[src/rtpm_pkg.sv]
// ----------------------------------------------------------------------------
// rtpm_pkg: shared types for the routing table prefix match block
// Table depth, index widths, operation and status codes, and the structs
// that travel between the search cells and the controller.
// ----------------------------------------------------------------------------
package rtpm_pkg;

  localparam int unsigned TableEntries = 16;
  localparam int unsigned IdxW = (TableEntries > 1) ? $clog2(TableEntries) : 1;
  localparam int unsigned CntW = $clog2(TableEntries + 1);

  typedef logic [IdxW-1:0] idx_t;
  typedef logic [CntW-1:0] cnt_t;

  typedef enum logic [1:0] {
    MODE_ADD    = 2'd0,
    MODE_DEL    = 2'd1,
    MODE_LOOKUP = 2'd2,
    MODE_NOP    = 2'd3
  } mode_e;

  typedef enum logic [2:0] {
    ST_OK          = 3'd0,
    ST_NOT_FOUND   = 3'd1,
    ST_UNREACHABLE = 3'd2,
    ST_DUPLICATE   = 3'd3,
    ST_FULL        = 3'd4,
    ST_EMPTY       = 3'd5
  } status_e;

  typedef enum logic [1:0] {
    CFG_PORT0_ADDRESS = 2'd0,
    CFG_PORT0_MASK    = 2'd1,
    CFG_PORT1_ADDRESS = 2'd2,
    CFG_PORT1_MASK    = 2'd3
  } cfg_idx_e;

  typedef struct packed {
    mode_e       mode;
    logic [31:0] target_address;
    logic [31:0] route_mask;
    logic [31:0] next_hop;
  } req_t;

  typedef struct packed {
    status_e     status;
    logic        hit;
    logic [31:0] entry_prefix;
    logic [31:0] entry_mask;
    logic [31:0] entry_gateway;
    logic [31:0] entry_port;
    logic [4:0]  entry_count;
  } rsp_t;

  // Search record handed from one cell to the next.
  typedef struct packed {
    logic        found;
    idx_t        idx;
    logic [31:0] mask;
    logic [31:0] prefix;
    logic [31:0] gateway;
    logic        port_sel;
    logic        free_found;
    idx_t        free_idx;
  } tok_t;

  // Update broadcast from the controller to all cells.
  typedef struct packed {
    logic        set;
    logic        clr;
    idx_t        idx;
    logic [31:0] prefix;
    logic [31:0] mask;
    logic [31:0] gateway;
    logic        port_sel;
  } wr_t;

endpackage

[src/rtpm_cell.sv]
// ----------------------------------------------------------------------------
// rtpm_cell: one slot of the routing table
// Holds one route and refines the search record passed in from its
// neighbour, registering the result for the next cell.
// ----------------------------------------------------------------------------
module rtpm_cell (
  input  logic               clk_i,
  input  logic               rst_ni,
  input  rtpm_pkg::idx_t     cell_idx_i,
  input  logic [31:0]        addr_i,
  input  rtpm_pkg::tok_t     tok_i,
  output rtpm_pkg::tok_t     tok_o,
  input  rtpm_pkg::wr_t      wr_i,
  output logic               valid_o
);
  import rtpm_pkg::*;

  logic        valid_q;
  logic [31:0] prefix_q;
  logic [31:0] mask_q;
  logic [31:0] gateway_q;
  logic        sel_q;
  tok_t        tok_d, tok_q;
  logic        match, better;

  assign match  = valid_q && ((prefix_q & mask_q) == (addr_i & mask_q));
  assign better = match && (!tok_i.found || (mask_q > tok_i.mask));

  always_comb begin
    tok_d = tok_i;
    if (better) begin
      tok_d.found    = 1'b1;
      tok_d.idx      = cell_idx_i;
      tok_d.mask     = mask_q;
      tok_d.prefix   = prefix_q;
      tok_d.gateway  = gateway_q;
      tok_d.port_sel = sel_q;
    end
    if (!valid_q && !tok_i.free_found) begin
      tok_d.free_found = 1'b1;
      tok_d.free_idx   = cell_idx_i;
    end
  end

  always_ff @(posedge clk_i or negedge rst_ni) begin
    if (!rst_ni) begin
      tok_q   <= '0;
      valid_q <= 1'b0;
    end else begin
      tok_q <= tok_d;
      if (wr_i.set && (wr_i.idx == cell_idx_i)) begin
        valid_q <= 1'b1;
      end else if (wr_i.clr && (wr_i.idx == cell_idx_i)) begin
        valid_q <= 1'b0;
      end
    end
  end

  always_ff @(posedge clk_i) begin
    if (wr_i.set && (wr_i.idx == cell_idx_i)) begin
      prefix_q  <= wr_i.prefix;
      mask_q    <= wr_i.mask;
      gateway_q <= wr_i.gateway;
      sel_q     <= wr_i.port_sel;
    end
  end

  assign tok_o   = tok_q;
  assign valid_o = valid_q;

endmodule

[src/routing_table_prefix_match.sv]
// ----------------------------------------------------------------------------
// routing_table_prefix_match: IPv4 longest prefix match routing table
// A row of slot cells searched by a record that moves one cell per cycle.
// ----------------------------------------------------------------------------
// Usage. Each request transaction on req_* carries one operation: add a
// route, delete the best route for an address, or look an address up.
// Exactly one response transaction on rsp_* follows each request, in order.
// The search record enters the first cell and moves one cell per clock
// through the row of cells, one slot each; the result is written to the
// output register once the record has left the last cell. Requests are
// taken one at a time: a new one is accepted only after the current search
// has written its result. The response sits in an output register; a new
// request is accepted while it waits, and if the receiver still stalls when
// that next search finishes, the block holds its result until the register
// frees. Interface addresses and masks are written on the cfg_* port, which
// has no handshake; the user must write them only while the block is idle,
// as the block itself does not enforce it. Reset empties the table at once
// (every slot marked invalid) and clears the interface registers to zero.
// ----------------------------------------------------------------------------
module routing_table_prefix_match (
  input  logic                clk_i,
  input  logic                rst_ni,
  input  logic                req_valid_i,
  output logic                req_ready_o,
  input  rtpm_pkg::req_t      req_i,
  output logic                rsp_valid_o,
  input  logic                rsp_ready_i,
  output rtpm_pkg::rsp_t      rsp_o,
  input  logic                cfg_we_i,
  input  rtpm_pkg::cfg_idx_e  cfg_idx_i,
  input  logic [31:0]         cfg_wdata_i
);
  import rtpm_pkg::*;

  typedef enum logic [1:0] {
    S_IDLE = 2'b01,
    S_SCAN = 2'b10
  } state_e;

  state_e      state_q, state_d;
  req_t        req_q;
  cnt_t        scan_cnt_q;
  cnt_t        valid_cnt_q, valid_cnt_d;
  logic        rsp_valid_q;
  rsp_t        rsp_q, rsp_d;
  logic [31:0] p0_addr_q, p0_mask_q, p1_addr_q, p1_mask_q;

  tok_t                    chain [TableEntries+1];
  logic [TableEntries-1:0] slot_valid;
  wr_t                     wr;
  tok_t                    best;
  logic                    req_fire, scan_done, commit;
  logic                    reach0, reach1;

  assign req_ready_o = (state_q == S_IDLE);
  assign req_fire    = req_valid_i && req_ready_o;
  assign scan_done   = (state_q == S_SCAN) && (scan_cnt_q == cnt_t'(TableEntries));
  // The result may be written once the output register is empty or draining.
  assign commit      = scan_done && (!rsp_valid_q || rsp_ready_i);

  // Configuration registers.
  always_ff @(posedge clk_i or negedge rst_ni) begin
    if (!rst_ni) begin
      p0_addr_q <= '0;
      p0_mask_q <= '0;
      p1_addr_q <= '0;
      p1_mask_q <= '0;
    end else if (cfg_we_i) begin
      unique case (cfg_idx_i)
        CFG_PORT0_ADDRESS: p0_addr_q <= cfg_wdata_i;
        CFG_PORT0_MASK:    p0_mask_q <= cfg_wdata_i;
        CFG_PORT1_ADDRESS: p1_addr_q <= cfg_wdata_i;
        CFG_PORT1_MASK:    p1_mask_q <= cfg_wdata_i;
        default:           p0_addr_q <= p0_addr_q;
      endcase
    end
  end

  // The row of slot cells. The first cell sees an empty search record.
  assign chain[0] = '0;

  for (genvar i = 0; i < TableEntries; i++) begin : g_cell
    rtpm_cell u_cell (
      .clk_i      (clk_i),
      .rst_ni     (rst_ni),
      .cell_idx_i (idx_t'(i)),
      .addr_i     (req_q.target_address),
      .tok_i      (chain[i]),
      .tok_o      (chain[i+1]),
      .wr_i       (wr),
      .valid_o    (slot_valid[i])
    );
  end

  assign best = chain[TableEntries];

  // The gateway is reachable through the first interface whose subnet holds it.
  assign reach0 = (p0_addr_q & p0_mask_q) == (req_q.next_hop & p0_mask_q);
  assign reach1 = (p1_addr_q & p1_mask_q) == (req_q.next_hop & p1_mask_q);

  // Decision logic, evaluated once the search record has left the last cell.
  always_comb begin
    wr          = '0;
    valid_cnt_d = valid_cnt_q;
    rsp_d       = '0;
    rsp_d.status = ST_OK;

    unique case (req_q.mode)
      MODE_LOOKUP, MODE_DEL: begin
        if (valid_cnt_q == '0) begin
          rsp_d.status = ST_EMPTY;
        end else if (!best.found) begin
          rsp_d.status = ST_NOT_FOUND;
        end else begin
          rsp_d.hit           = 1'b1;
          rsp_d.entry_prefix  = best.prefix;
          rsp_d.entry_mask    = best.mask;
          rsp_d.entry_gateway = best.gateway;
          rsp_d.entry_port    = best.port_sel ? p1_addr_q : p0_addr_q;
          if (req_q.mode == MODE_DEL) begin
            wr.clr      = 1'b1;
            wr.idx      = best.idx;
            valid_cnt_d = valid_cnt_q - cnt_t'(1);
          end
        end
      end
      MODE_ADD: begin
        // An existing non-default route for the address blocks the add.
        if (best.found && (best.mask != '0)) begin
          rsp_d.status        = ST_DUPLICATE;
          rsp_d.hit           = 1'b1;
          rsp_d.entry_prefix  = best.prefix;
          rsp_d.entry_mask    = best.mask;
          rsp_d.entry_gateway = best.gateway;
          rsp_d.entry_port    = best.port_sel ? p1_addr_q : p0_addr_q;
        end else if (!reach0 && !reach1) begin
          rsp_d.status = ST_UNREACHABLE;
        end else if (!best.free_found) begin
          rsp_d.status = ST_FULL;
        end else begin
          wr.set              = 1'b1;
          wr.idx              = best.free_idx;
          wr.prefix           = req_q.target_address & req_q.route_mask;
          wr.mask             = req_q.route_mask;
          wr.gateway          = req_q.next_hop;
          wr.port_sel         = !reach0;
          valid_cnt_d         = valid_cnt_q + cnt_t'(1);
          rsp_d.hit           = 1'b1;
          rsp_d.entry_prefix  = req_q.target_address & req_q.route_mask;
          rsp_d.entry_mask    = req_q.route_mask;
          rsp_d.entry_gateway = req_q.next_hop;
          rsp_d.entry_port    = reach0 ? p0_addr_q : p1_addr_q;
        end
      end
      MODE_NOP: begin
        rsp_d.status = ST_OK;
      end
      default: begin
        rsp_d.status = ST_OK;
      end
    endcase

    rsp_d.entry_count = 5'(valid_cnt_d);

    // Updates only take effect on the commit cycle.
    if (!commit) begin
      wr.set = 1'b0;
      wr.clr = 1'b0;
    end
  end

  // Controller state machine.
  always_comb begin
    state_d = state_q;
    unique case (state_q)
      S_IDLE:  if (req_fire) state_d = S_SCAN;
      S_SCAN:  if (commit) state_d = S_IDLE;
      default: state_d = S_IDLE;
    endcase
  end

  always_ff @(posedge clk_i or negedge rst_ni) begin
    if (!rst_ni) begin
      state_q     <= S_IDLE;
      scan_cnt_q  <= '0;
      valid_cnt_q <= '0;
      rsp_valid_q <= 1'b0;
    end else begin
      state_q <= state_d;
      if (req_fire) begin
        scan_cnt_q <= '0;
      end else if ((state_q == S_SCAN) && !scan_done) begin
        scan_cnt_q <= scan_cnt_q + cnt_t'(1);
      end
      if (commit) begin
        valid_cnt_q <= valid_cnt_d;
        rsp_valid_q <= 1'b1;
      end else if (rsp_ready_i) begin
        rsp_valid_q <= 1'b0;
      end
    end
  end

  always_ff @(posedge clk_i) begin
    if (req_fire) begin
      req_q <= req_i;
    end
    if (commit) begin
      rsp_q <= rsp_d;
    end
  end

  assign rsp_valid_o = rsp_valid_q;
  assign rsp_o       = rsp_q;

  // The route count always agrees with the valid bits held in the cells.
  a_count_matches : assert property (@(posedge clk_i) disable iff (!rst_ni)
    $countones(slot_valid) == 32'(valid_cnt_q))
    else $error("route count differs from the number of valid slots");

  // The count never exceeds the table depth.
  a_count_bound : assert property (@(posedge clk_i) disable iff (!rst_ni)
    valid_cnt_q <= cnt_t'(TableEntries))
    else $error("route count beyond table depth");

  // An accepted request always starts a fresh search.
  a_fire_scans : assert property (@(posedge clk_i) disable iff (!rst_ni)
    req_fire |=> (state_q == S_SCAN) && (scan_cnt_q == '0))
    else $error("accepted request did not start a search");

  // A response only appears after a completed search.
  a_rsp_after_scan : assert property (@(posedge clk_i) disable iff (!rst_ni)
    $rose(rsp_valid_q) |-> $past(scan_done))
    else $error("response raised without a finished search");

  // Table updates are never issued outside the commit cycle.
  a_wr_on_commit : assert property (@(posedge clk_i) disable iff (!rst_ni)
    (wr.set || wr.clr) |-> commit && !(wr.set && wr.clr))
    else $error("slot update outside commit");

endmodule

[config.mk]
export PLATFORM = sky130hd
export DESIGN_NAME = routing_table_prefix_match
export DESIGN_NICKNAME = d
export VERILOG_FILES = /design/src/rtpm_pkg.sv /design/src/rtpm_cell.sv /design/src/routing_table_prefix_match.sv
export SDC_FILE = /design/constraint.sdc
export NUM_CORES = 2
export LEC_CHECK = 0
export ABC_CLOCK_PERIOD_IN_PS = 9700
export BUFFER_PORTS_ARGS = -buffer_cell sky130_fd_sc_hd__buf_2
export CORE_UTILIZATION = 50
export CTS_BUF_LIST = sky130_fd_sc_hd__clkbuf_2
export CTS_CLUSTER_DIAMETER = 100
export DETAILED_ROUTE_END_ITERATION = 16
export PLACE_DENSITY = 0.68
export RECOVER_POWER = 25
export SLEW_MARGIN = 20
export SYNTH_ARGS = -nofsm -noshare
export SYNTH_HDL_FRONTEND = slang
export SYNTH_SLANG_ARGS = --single-unit
[constraint.sdc]
create_clock -name clk_i -period 9.7 [get_ports clk_i]
set_input_delay 2.91 -clock clk_i [delete_from_list [all_inputs] [get_ports clk_i]]
set_output_delay 2.91 -clock clk_i [all_outputs]
set_load 0.005 [all_outputs]
==> reports/results.tsv <==
metric	value	unit
cts_resized	0	
synth_area_per_cell	15.9	sq um
rsz0062_at_grt	false	
fill_cells	23075	
dieHeight	539	um
hold_violations	0	
vias	86060	
clkPwrFrac	36.7	%
relSlewSlack	-181	%
hp-start	g_cell[7].u_cell.tok_o[102]$_DFF_PN0_	
worstSetupPathType	reg2reg	
synthToLayoutAreaGrowth	10.7	%
io_pins	276	
cts_made_buffers	869	
clk-insertion-delay-late	2300	ps
drive_above_1_share	32.7	%
grt_max_degree	166	
whs_endpoint	g_cell[8].u_cell.tok_o[102]$_DFF_PN0_	
setup_viol	0	
hold_class	reg2reg	
rows	196	
dpl.cell_count	12999	
synth_edf_count	1787	
start_util	50.4	%
dr.pass1.iters	8	
wirelength	476000	um
crit_required	11800	ps
path_cells	clkbuf_1, clkbuf_1, xor2_1, a222oi_1, nand4_1, a21o_1, a21oi_4, buf_4, buf_4, mux2_2	
finalCritPeriodShare	71.6	%
critPathTopFamily	buffers and inverters	
dp_hpwl	322000	um
ff2ff_path_depth	10	
timing.hold.ws	309	ps
syn_area	144000	sq um
status	finished, violations left	
synth_area_leaders	edfxtp_1, dfrtp_1, mux2_2	
synthArstFlopShare	50.7	%
sequentialPowerShare	57.1	%
violations	max-capacitance violations, max-slew violations	
p_sw	7.84	mW
hold_buffers	0	
start_kind	flop	
synth-seq-cells	3626	
slew_viol_final	941	
combPwrFrac	6.2	%
cts.sinks	3626	
die_area	291000	sq um
viasPerCell	5.86	
ys_seq_area_share	69.1	%
rr_endpoint	g_cell[13].u_cell.tok_o[5]$_DFF_PN0_	
period_minus_slack	6950	ps
cell_internal_pwr	21.1	mW
globalplace.congestion	0.940	
grt_antenna_before_repair	56	
cap_violations	19	
synth_nets	9690	
fin_cells	14694	
cp_num_buf_inv	4	
ys.flop_type	dfrtp_1	
grt_pass1_wl	660000	um
die_width	539	um
setup_tns	0	ps
pre_cts_slack	3550	ps
skew	240	ps
worst_pin_slew	4220	ps
wl_per_cell	32.4	um
yosys-top-cells-count	dfrtp_1, edfxtp_1, mux2_2	
r2r-start	req_q[94]$_DFFE_PP_	
grt_usage	32.5	%
post-route-drc-count	0	
grt-ovfl-total	0	
leakage	74.2	nW
irDropWorstVdd	0.151	mV
cts_buffer_depth	4	
slowest_stage	clkbuf_1	
power.density	181	nW/um^2
drt_iter0_drc	9837	
cts_tree	yes	
cts_setup_buffers	0	
htree_levels	6	
fin_nets	10734	
path_max_fanout	37	
switching_share	27.1	%
grt_pass1_vias	87698	
max_clock_freq	144	MHz
final_antenna_net_count	0	
worstHoldPathCells	1	
yosys.area.top_type	edfxtp_1	
rrSetupSlack	2750	ps
port_buffers	275	
clk_pin_slew_worst_paths	110	ps
cp-end-kind	flop	
fin_ws	2750	ps
ys_warn_count	0	
worstPathArrival	9040	ps
core_area	286000	sq um
synth.top_cell.area_share	37.2	%
syn_inst	9066	
yosysUniqueCellTypes	73	
root_buffer	clkbuf_2	
yosysMostFrequentCell	dfrtp_1	
critical_path.max_stage_delay	1680	ps
[area by class of cell]
cell class	count	area, sq um	share of cell area [%]
clock buffers	1347	6740	4.22
well taps	3762	4710	2.95
diodes	52	130	0.0815
inverters	504	1900	1.19
multi-input cells	4624	41600	26.1
repair buffers	485	3090	1.93
clock inverters	294	1800	1.13
flip-flops and latches	3626	99700	62.4
[state kept, by name, summed over array words and instances (netlist names)]
signal                   cells
g_cell.u_cell.gateway_q    512
g_cell.u_cell.mask_q       512
g_cell.u_cell.prefix_q     512
g_cell.u_cell.sel_q         16
g_cell.u_cell.tok_o       1682
g_cell.u_cell.valid_o       16
p0_addr_q                   32
p0_mask_q                   32
p1_addr_q                   32
p1_mask_q                   32
req_q                       98
rsp_o                      137
rsp_valid_o                  1
scan_cnt_q                   5
state_q                      2
valid_cnt_q                  5
[worst max-delay path by stage]
stage | cells after the start | start | endpoint
finish | 10 | req_q[94]$_DFFE_PP_ | g_cell[13].u_cell.tok_o[5]$_DFF_PN0_
global route | 3 | rst_ni | g_cell[12].u_cell.tok_o[97]$_DFF_PN0_
CTS | 2 | state_q[0]$_DFFE_PN1P_ | req_ready_o
detailed placement | 8 | rsp_ready_i | g_cell[7].u_cell.mask_q[20]$_DFFE_PP_
global placement | 8 | rsp_ready_i | g_cell[1].u_cell.gateway_q[10]$_DFFE_PP_
floorplan | 7 | rsp_ready_i | g_cell[12].u_cell.gateway_q[0]$_DFFE_PP_
[kinds of logic (layout without fill, tap and decap cells)]
| group | count (synthesis) | in the layout | synth area share [%] |
|---|---|---|---|
| AO/OA/AOI/OAI | 917 | 917 | 4.46 |
| XOR/XNOR | 580 | 580 | 3.52 |
| adder cells (fa/ha/maj) | 487 | 487 | 4.22 |
| buffers and inverters | 816 | 2630 | 2.29 |
| flip-flops | 3626 | 3626 | 69.1 |
| multiplexers | 1587 | 1587 | 12.4 |
| other | 0 | 52 | 0 |
| AND/OR/NAND/NOR | 1053 | 1053 | 3.99 |
[layout by cell type, fill, tap and decap left out, drive strengths merged, types with 42 or more instances in the layout]
cell	n
dfrtp	1838
edfxtp	1787
mux2	1583
clkbuf	1408
xor2	579
inv	519
ha	487
buf	424
clkinv	247
a22oi	236
a21oi	202
nand4	184
nor2	174
and2	172
nand2	127
a21o	120
o21ai	94
nor2b	77
nor3	76
a221oi	61
a22o	54
diode	52
or2	50
and3	50
nand3	42
nand2b	42
[layer usage]
metal	vias to the layer above	part of all wire (%)	global-route usage [%]
met4	28	5.5	16.3
met1	44471	39	42.4
met3	1012	9.1	7.36
met2	4737	47	51.5
li1	35812	-	-
met5	-	0.036	0
[per-stage QoR]
step / util (%) / total power, mW / instance area (sq um)
after floorplan: - / 17.6 / 144000
after global placement: 52.8 / 18.6 / 151000
after detailed placement: 52.8 / 18.6 / 151000
after CTS: 55.8 / 29.1 / 160000
after global routing: 55.8 / 29.9 / 160000
final: 55.8 / 28.9 / 160000
[power groups by stage]
| stage | logic (mW) | clock network (mW) | registers (mW) |
|---|---|---|---|
| finish | 1.80 | 10.6 | 16.5 |
| global route | 1.85 | 11.6 | 16.5 |
| CTS | 1.79 | 10.8 | 16.5 |
| detailed placement | 1.78 | 0 | 16.8 |
| global placement | 1.77 | 0 | 16.8 |
| floorplan | 0.852 | 0 | 16.7 |
No activity file was read; power rests on OpenSTA's default activity.
